`src/bqa_pkg.sv`:
```
// Shared types and constants for the bounded queue with average unit.
`timescale 1ns / 1ps

package bqa_pkg;

  localparam int unsigned IdW     = 16;
  localparam int unsigned YearW   = 12;
  localparam int unsigned StatusW = 2;
  localparam int unsigned FillW   = 3;
  localparam int unsigned BitW    = $clog2(YearW);

  localparam logic [BitW-1:0] DivLastBit = BitW'(YearW - 1);

  localparam logic [StatusW-1:0] StInserted = 2'd0;
  localparam logic [StatusW-1:0] StRemoved  = 2'd1;
  localparam logic [StatusW-1:0] StEmpty    = 2'd2;

  localparam logic ReqInsert = 1'b0;
  localparam logic ReqRemove = 1'b1;

  typedef enum logic [2:0] {
    StateIdle,
    StatePop,
    StatePush,
    StateDiv,
    StateDone
  } bqa_state_e;

  typedef struct packed {
    logic latch;
    logic pop;
    logic capture;
    logic set_empty;
    logic push;
    logic div_step;
  } bqa_cmd_t;

  typedef struct packed {
    logic req_remove;
    logic full;
    logic empty;
    logic div_last;
  } bqa_sts_t;

endpackage

```
`src/bounded_queue_with_average_unit.sv`:
```
// Top level of the bounded queue with average unit.
`timescale 1ns / 1ps

// Holds up to CAPACITY entries of identifier and year in arrival order, one
// request at a time. A remove passes through the pop and done states; an
// insert passes through pop, push, division and done, the restoring divider
// forming the mean of the stored years one quotient bit per cycle. The oldest
// entry is read from a registered memory port, so every request passes through
// the pop state for that read before the queue is updated. The next request is
// accepted in the cycle after the result transfer.
module bounded_queue_with_average_unit
  import bqa_pkg::*;
#(
  parameter int unsigned CAPACITY = 5
) (
  input  logic               clk_i,
  input  logic               rst_ni,
  input  logic               in_valid_i,
  output logic               in_stall_o,
  input  logic               req_type_i,
  input  logic [IdW-1:0]     item_id_i,
  input  logic [YearW-1:0]   item_year_i,
  output logic               out_valid_o,
  input  logic               out_stall_i,
  output logic [StatusW-1:0] status_o,
  output logic [YearW-1:0]   mean_year_o,
  output logic [IdW-1:0]     removed_id_o,
  output logic [YearW-1:0]   removed_year_o,
  output logic [FillW-1:0]   fill_count_o
);

  bqa_cmd_t cmd;
  bqa_sts_t sts;

  bqa_ctrl u_ctrl (
    .clk_i       (clk_i),
    .rst_ni      (rst_ni),
    .in_valid_i  (in_valid_i),
    .in_stall_o  (in_stall_o),
    .out_valid_o (out_valid_o),
    .out_stall_i (out_stall_i),
    .sts_i       (sts),
    .cmd_o       (cmd)
  );

  bqa_dp #(
    .CAPACITY (CAPACITY)
  ) u_dp (
    .clk_i          (clk_i),
    .rst_ni         (rst_ni),
    .cmd_i          (cmd),
    .sts_o          (sts),
    .req_type_i     (req_type_i),
    .item_id_i      (item_id_i),
    .item_year_i    (item_year_i),
    .status_o       (status_o),
    .mean_year_o    (mean_year_o),
    .removed_id_o   (removed_id_o),
    .removed_year_o (removed_year_o),
    .fill_count_o   (fill_count_o)
  );

endmodule

```
`src/bqa_ctrl.sv`:
```
// Controller state machine that sequences pop, push, division and result transfer.
`timescale 1ns / 1ps

module bqa_ctrl
  import bqa_pkg::*;
(
  input  logic     clk_i,
  input  logic     rst_ni,
  input  logic     in_valid_i,
  output logic     in_stall_o,
  output logic     out_valid_o,
  input  logic     out_stall_i,
  input  bqa_sts_t sts_i,
  output bqa_cmd_t cmd_o
);

  bqa_state_e state_q, state_d;

  always_ff @(posedge clk_i or negedge rst_ni) begin
    if (!rst_ni) begin
      state_q <= StateIdle;
    end else begin
      state_q <= state_d;
    end
  end

  always_comb begin
    state_d     = state_q;
    cmd_o       = '0;
    in_stall_o  = 1'b1;
    out_valid_o = 1'b0;
    case (state_q)
      StateIdle: begin
        in_stall_o = 1'b0;
        if (in_valid_i) begin
          cmd_o.latch = 1'b1;
          state_d     = StatePop;
        end
      end
      StatePop: begin
        if (sts_i.req_remove) begin
          if (sts_i.empty) begin
            cmd_o.set_empty = 1'b1;
          end else begin
            cmd_o.pop     = 1'b1;
            cmd_o.capture = 1'b1;
          end
          state_d = StateDone;
        end else begin
          cmd_o.pop = sts_i.full;
          state_d   = StatePush;
        end
      end
      StatePush: begin
        cmd_o.push = 1'b1;
        state_d    = StateDiv;
      end
      StateDiv: begin
        cmd_o.div_step = 1'b1;
        if (sts_i.div_last) begin
          state_d = StateDone;
        end
      end
      StateDone: begin
        out_valid_o = 1'b1;
        if (!out_stall_i) begin
          state_d = StateIdle;
        end
      end
      default: begin
        state_d = StateIdle;
      end
    endcase
  end

endmodule

```
`src/bqa_dp.sv`:
```
// Datapath with the entry storage, queue pointers, year sum and mean divider.
`timescale 1ns / 1ps

module bqa_dp
  import bqa_pkg::*;
#(
  parameter int unsigned CAPACITY = 5
) (
  input  logic               clk_i,
  input  logic               rst_ni,
  input  bqa_cmd_t           cmd_i,
  output bqa_sts_t           sts_o,
  input  logic               req_type_i,
  input  logic [IdW-1:0]     item_id_i,
  input  logic [YearW-1:0]   item_year_i,
  output logic [StatusW-1:0] status_o,
  output logic [YearW-1:0]   mean_year_o,
  output logic [IdW-1:0]     removed_id_o,
  output logic [YearW-1:0]   removed_year_o,
  output logic [FillW-1:0]   fill_count_o
);

  localparam int unsigned AW = (CAPACITY > 1) ? $clog2(CAPACITY) : 1;
  localparam int unsigned CW = $clog2(CAPACITY + 1);
  localparam int unsigned SW = YearW + CW;

  logic [IdW-1:0]   id_mem [CAPACITY];
  logic [YearW-1:0] year_mem [CAPACITY];

  logic               req_q;
  logic [IdW-1:0]     id_q;
  logic [YearW-1:0]   year_q;
  logic [IdW-1:0]     rd_id_q;
  logic [YearW-1:0]   rd_year_q;
  logic [AW-1:0]      head_q;
  logic [CW-1:0]      count_q;
  logic [SW-1:0]      sum_q;
  logic [SW-1:0]      rem_q;
  logic [YearW-1:0]   quo_q;
  logic [BitW-1:0]    bit_q;
  logic [StatusW-1:0] status_q;
  logic [IdW-1:0]     rid_q;
  logic [YearW-1:0]   ryear_q;

  logic [AW:0]   tail_sum;
  logic [AW-1:0] tail;
  logic [AW-1:0] head_next;
  logic [SW-1:0] sum_push;
  logic [SW:0]   trial;
  logic          ge;

  always_comb begin
    tail_sum = {1'b0, head_q} + (AW + 1)'(count_q);
    if (tail_sum >= (AW + 1)'(CAPACITY)) begin
      tail_sum = tail_sum - (AW + 1)'(CAPACITY);
    end
    tail = tail_sum[AW-1:0];
  end

  assign head_next = (head_q == AW'(CAPACITY - 1)) ? '0 : head_q + 1'b1;
  assign sum_push  = sum_q + SW'(year_q);
  assign trial     = (SW + 1)'(count_q) << bit_q;
  assign ge        = ({1'b0, rem_q} >= trial);

  assign sts_o.req_remove = (req_q == ReqRemove);
  assign sts_o.full       = (count_q == CW'(CAPACITY));
  assign sts_o.empty      = (count_q == '0);
  assign sts_o.div_last   = (bit_q == '0);

  always_ff @(posedge clk_i or negedge rst_ni) begin
    if (!rst_ni) begin
      head_q  <= '0;
      count_q <= '0;
      sum_q   <= '0;
    end else if (cmd_i.pop) begin
      head_q  <= head_next;
      count_q <= count_q - 1'b1;
      sum_q   <= sum_q - SW'(rd_year_q);
    end else if (cmd_i.push) begin
      count_q <= count_q + 1'b1;
      sum_q   <= sum_push;
    end
  end

  always_ff @(posedge clk_i) begin
    rd_id_q   <= id_mem[head_q];
    rd_year_q <= year_mem[head_q];
    if (cmd_i.push) begin
      id_mem[tail]   <= id_q;
      year_mem[tail] <= year_q;
    end
  end

  always_ff @(posedge clk_i) begin
    if (cmd_i.latch) begin
      req_q    <= req_type_i;
      id_q     <= item_id_i;
      year_q   <= item_year_i;
      status_q <= StInserted;
      quo_q    <= '0;
      rid_q    <= '0;
      ryear_q  <= '0;
    end
    if (cmd_i.set_empty) begin
      status_q <= StEmpty;
    end
    if (cmd_i.capture) begin
      status_q <= StRemoved;
      rid_q    <= rd_id_q;
      ryear_q  <= rd_year_q;
    end
    if (cmd_i.push) begin
      rem_q <= sum_push;
      bit_q <= DivLastBit;
    end
    if (cmd_i.div_step) begin
      quo_q <= {quo_q[YearW-2:0], ge};
      bit_q <= bit_q - 1'b1;
      if (ge) begin
        rem_q <= rem_q - trial[SW-1:0];
      end
    end
  end

  assign status_o       = status_q;
  assign mean_year_o    = quo_q;
  assign removed_id_o   = rid_q;
  assign removed_year_o = ryear_q;
  assign fill_count_o   = FillW'(count_q);

endmodule
```
`config.mk`:
```
export PLATFORM = sky130hd
export DESIGN_NAME = bounded_queue_with_average_unit
export DESIGN_NICKNAME = d
export VERILOG_FILES = /design/src/bqa_pkg.sv /design/src/bounded_queue_with_average_unit.sv /design/src/bqa_ctrl.sv /design/src/bqa_dp.sv
export SDC_FILE = /design/constraint.sdc
export NUM_CORES = 1
export LEC_CHECK = 0
export BUFFER_PORTS_ARGS = -buffer_cell sky130_fd_sc_hd__buf_2
export CELL_PAD_IN_SITES_DETAIL_PLACEMENT = 1
export CELL_PAD_IN_SITES_GLOBAL_PLACEMENT = 1
export CORE_ASPECT_RATIO = 1.75
export CORE_MARGIN = 2
export CORE_UTILIZATION = 39
export DETAILED_ROUTE_END_ITERATION = 8
export GPL_ROUTABILITY_DRIVEN = 0
export PLACE_DENSITY = 0.68
export SLEW_MARGIN = 20
export SYNTH_ARGS = -nofsm -noshare
export SYNTH_HDL_FRONTEND = slang
export SYNTH_SLANG_ARGS = --single-unit
```
`constraint.sdc`:
```
create_clock -name clk_i -period 8 [get_ports clk_i]
set_clock_uncertainty 0.2 [all_clocks]
set_input_delay 1.2 -clock clk_i [delete_from_list [all_inputs] [get_ports clk_i]]
set_output_delay 1.2 -clock clk_i [all_outputs]
set_load 0.02 [all_outputs]
```
Word level (Yosys, flattened, before mapping)
Memory sizes are Yosys's and may differ from the RTL's. A register that Yosys moved wholly into a read port is not among the register bits.
Cells that the tools add are included.
- bits in registers: 114
- memory bits (writable): 140
- output and inout port bits: 47
- word-level logic and storage cells: 81
- memories kept: 2
- $add $sub $neg: 9
- magnitude comparators: 2
- equality and inequality tests: 9
- shifts and indexed selects: 1
- multiplexer cells: 36
- reductions and logical operators: 9
- memories (name ; depth ; bits a word ; rd ports ; clocked after memory_dff ; write ports ; RTL line ; source):
    u_dp.id_mem ; 5 ; 16 ; 1 ; 1 ; 1 ; bqa_dp.sv:27 ; logic [IdW-1:0] id_mem [CAPACITY];
    u_dp.year_mem ; 5 ; 12 ; 1 ; 1 ; 1 ; bqa_dp.sv:28 ; logic [YearW-1:0] year_mem [CAPACITY];
- operators by type and width (operator ; number):
    2-to-1 mux 15 bit ; 5
    2-to-1 mux 12 bit ; 3
    2-to-1 mux 16 bit ; 2
    2-to-1 mux 3 bit ; 9
    >= comparator 15 x 16 -> 1 bit ; 1
    << shifter 3 x 4 -> 16 bit ; 1
    adder 15 x 12 -> 15 bit ; 1
    case mux 3 bit (5 select lines) ; 1
    subtractor 15 x 12 -> 15 bit ; 1
    subtractor 15 bit ; 1
    2-to-1 mux 1 bit ; 10
    nonzero test 2 bit ; 5
    equality test 3 bit (second input constant) ; 3
    2-to-1 mux 2 bit ; 4
    2-to-1 mux 4 bit ; 2
    adder 3 x 1 -> 3 bit (second input constant) ; 2
    equality test 3 x 2 -> 1 bit (second input constant) ; 2
    logical NOT 3 bit ; 2
    != test 2 bit (second input constant) ; 3
    adder 3 x 3 -> 4 bit ; 1
    >= comparator 4 x 3 -> 1 bit (second input constant) ; 1
    logical NOT 4 bit ; 1
    subtractor 4 x 1 -> 4 bit (second input constant) ; 1
    equality test 3 x 1 -> 1 bit (second input constant) ; 1
    3 further kinds ; 3

Longest topological paths before layout
- depth after elaboration: 5
- gate-level depth with buffers: 13
- gate-level depth less buffers: 12

Modules after synthesis
Synthesis repeated with hierarchy kept, for this count alone.
- cell total of the unflattened synthesis: 888
- area total of the unflattened synthesis: 12449.4 um2
- modules (own cells, without submodules) (module ; instances ; cells each ; area an instance (um2) ; seq. area each (um2)):
    bqa_dp ; 1 ; 865 ; 12225.5 ; 7822.5
    bqa_ctrl ; 1 ; 23 ; 224.0 ; 75.1

Worst setup path before layout
No wires, ideal clock.
- kind: reg-to-reg
- start: register u_dp.head_q[1]
- end: memory u_dp.id_mem[2][0], enable pin
- setup time: 448 ps
- arrival: 5100 ps
- required time: 7352 ps
- path slack: 2252 ps
- stages on the path, launching flop included: 12
- clock period less this slack: 5748 ps
- cells stage by stage: dfrtp_1 clkbuf_1 clkbuf_1 inv_1 fa_1 ha_1 nand2b_1 a221o_1 a221oi_4 nor2_1 xnor2_1 nor3_1
- longest elaborated chain between the ends: 3
- RTL lines (element ; RTL line ; source):
    from (decl) ; bqa_dp.sv:35 ; logic [AW-1:0] head_q;
    from (signal assigned) ; bqa_dp.sv:76 ; head_q <= head_next;
    adder 3 x 3 -> 4 bit (*) ; bqa_dp.sv:53 ; tail_sum = {1'b0, head_q} + (AW + 1)'(count_q);
    >= comparator 4 x 3 -> 1 bit or subtractor 3 bit (tied branches) ; bqa_dp.sv:54, bqa_dp.sv:55 ;
    2-to-1 mux 3 bit (*) ; bqa_dp.sv:54 ; if (tail_sum >= (AW + 1)'(CAPACITY)) begin
    to (decl) ; bqa_dp.sv:27 ;
Mark *: on every way between the ends. The rest lies on a longest branch, timed or not.

Worst setup path in the final report
- start: register u_dp.head_q[0]
- end: memory u_dp.id_mem[4][9], enable pin
The elaborated chain is that of the path after synthesis.

==> impl_metrics.ini <==
[worst_setup_path]
worst-path-max-fanout = 32
arrival_ns = 4.55
cp-start-kind = register
criticalPathCategory = reg -> reg
endpoint_kind = register
rrSetupSlack_ns = 3.45
cp_data_required_time_ns = 7.99

[synthesis]
post-synth-top-count-cell = edfxtp_1
netlist_top_cells_count = edfxtp_1, nor2_1, nand2_1
synth_top_flop_cell = edfxtp_1
synth_area_leader_cell = edfxtp_1
synthTopCellsByArea = edfxtp_1, dfxtp_1, mux4_2
avgSynthCellArea_um2 = 13.82
ys_warn_count = 0
synth_top_cell_area_share_pct = 50.81
syn-num-nets = 996
synth_cell_type_count = 74
netlist_instances = 911
seq_area_frac_synth_pct = 62.73
synth-seq-cells = 282
syn_area_um2 = 12590
synthArstFlopShare_pct = 8.511
synth_edf_count = 213

[sta]
fmax_mhz = 219.5
worstMarginPinSlew_ns = 0.9883
grt_setup_unrepaired = false
period_needed_ns = 4.555
finalCritPeriodShare_pct = 56.94
hold_viol = 0
setup_viol = 0
finalSetupTns_ns = 0
slew_violations = 0
slew_headroom_pct = 33.87

[drt]
drc = 0
first_pass_iters = 4
via_per_inst = 5.456
dr.first_iter.drc_count = 433
routedWlPerCell_um = 21.66
antenna_left = 0
wl_um = 30720
vias = 7737

[cts]
cts_setup_buffers = 0
cts_root_buffer = clkbuf_16
clock_latency_ns = 0.54
cts_tree = yes
numCtsBuffers = 27
clock-sinks = 282
cts_buffer_depth = 3
ctsResizeCount = 0
htree_levels = 1
cts_hold_buf = 0
path_clk_slew_ns = 0.07

[power_and_ir_drop]
p_leak_uw = 0.005407
p_per_area_nw_per_um2 = 475.7
peakVddDrop_mv = 0.2316
finalPower_uw = 6833

[global_route]
grt_usage_pct = 18.37
grt_pass1_vias = 8609
gr-total-overflow = 0
grt_pass1_wl_um = 48470
grt_max_degree = 33
antenna_found_initial = 0

[cells_and_area]
nets = 1083
layout-drive-gt1-share_pct = 21.32
area_delta_synth_final_pct = 14.10
n_antenna_cell = 0

[die]
initial_core_util_pct = 39.34
core_area_um2 = 32000
die_x_um = 139.8
die_area_um2 = 33790
design.portCount = 80
fp.dieH_um = 241.7
num_rows = 87

[outcome]
outcome = completed

[placement]
dpl.hpwl_um = 21830
port_buffers = 79

[job]
cap_violations = 0

[worst_hold_path]
min_path_type = reg -> reg
-- state kept, by name, summed over array words and instances (netlist names), 12 cells and up --
name / count
u_dp.removed_id_o: 16
u_dp.sum_q: 15
u_dp.id_q: 16
u_dp.removed_year_o: 12
u_dp.rd_year_q: 12
u_dp.year_mem: 60
u_dp.rd_id_q: 16
u_dp.mean_year_o: 12
u_dp.id_mem: 80
u_dp.rem_q: 15
u_dp.year_q: 12
-- cell type report --
type,count,area (um2)
Multi-Input combinational cell,565,4454
Clock inverter,21,231.5
Fill cell,3331,17640
Sequential cell,282,7901
Timing Repair Buffer,90,478.0
Inverter,32,120.1
Clock buffer,28,679.4
Tap cell,400,500.5
-- path summary, 6_finish.rpt --
| check | start | to | cells after the start |
|---|---|---|---|
| setup / recovery | u_dp.head_q[0] | u_dp.id_mem[4][9] | 11 |
| max in group asynchronous | rst_ni | u_dp.head_q[0] | 1 |
| setup reg to reg | u_dp.head_q[0] | u_dp.id_mem[4][9] | 11 |
| min in group asynchronous | rst_ni | u_dp.sum_q[5] | 1 |
| hold reg to reg | u_dp.year_mem[4][4] | u_dp.rd_year_q[4] | 1 |
| hold / removal | u_dp.year_mem[4][4] | u_dp.rd_year_q[4] | 1 |
-- per-stage QoR --
step           utilization [%]  instance area [um2]  hold slack (ns)  worst slack [ns]  instances
2_1_floorplan                -                12590           0.2477             2.252        911
5_1_grt                  44.89                14370           0.2872             3.106       1418
6_report                 44.89                14370           0.2702             3.445       1418
3_3_place_gp             42.03                13450           0.2517             3.242       1369
4_1_cts                  44.88                14360           0.2747             3.073       1418
3_5_place_dp             42.03                13450           0.2587             3.090       1369
-- cells by family (layout without fill, tap and decap cells) --
| logic type | after synthesis | count (layout) | share of synthesized area [%] |
|---|---|---|---|
| AO/OA/AOI/OAI | 175 | 175 | 9.342 |
| XOR/XNOR | 29 | 29 | 2.018 |
| adder cells (fa/ha/maj) | 52 | 52 | 5.466 |
| buffers and inverters | 64 | 171 | 2.008 |
| flip-flops | 282 | 282 | 62.73 |
| multiplexers | 77 | 77 | 9.233 |
| AND/OR/NAND/NOR | 232 | 232 | 9.203 |
-- critical path, cell delays in order (launching register included) --
cell	delay, ns
dfrtp_4	0.84
ha_1	0.29
inv_1	0.06
fa_1	0.59
ha_1	0.25
nand2b_1	0.13
a221o_1	0.38
a221oi_4	0.44
nor2_1	0.10
xnor2_1	0.31
nor2b_2	0.20
buf_4	0.40
-- placed cells by master (no fill, tap or decap), types with 28 or more instances in the layout --
cell	instances
dfxtp_1	45
ha_1	47
o21ai_0	31
a21oi_1	42
nand2_1	50
inv_1	28
mux2_2	30
edfxtp_1	213
and3_1	34
nor2_1	61
buf_2	79
mux4_2	28
-- per-layer routing --
metal	wire length (um)	up-vias	track usage, %
li1	-	3645	-
met1	11210	3878	19.76
met2	17050	145	35.04
met3	882	69	2.059
met4	1578	0	9.029
met5	0	-	0
-- power breakdown --
part           switching [uW]  total, uW  internal, uW
clock                     603       1310           709
combinational            1800       3020          1210
sequential                327       2500          2180
No activity file was read; power rests on OpenSTA's default activity.
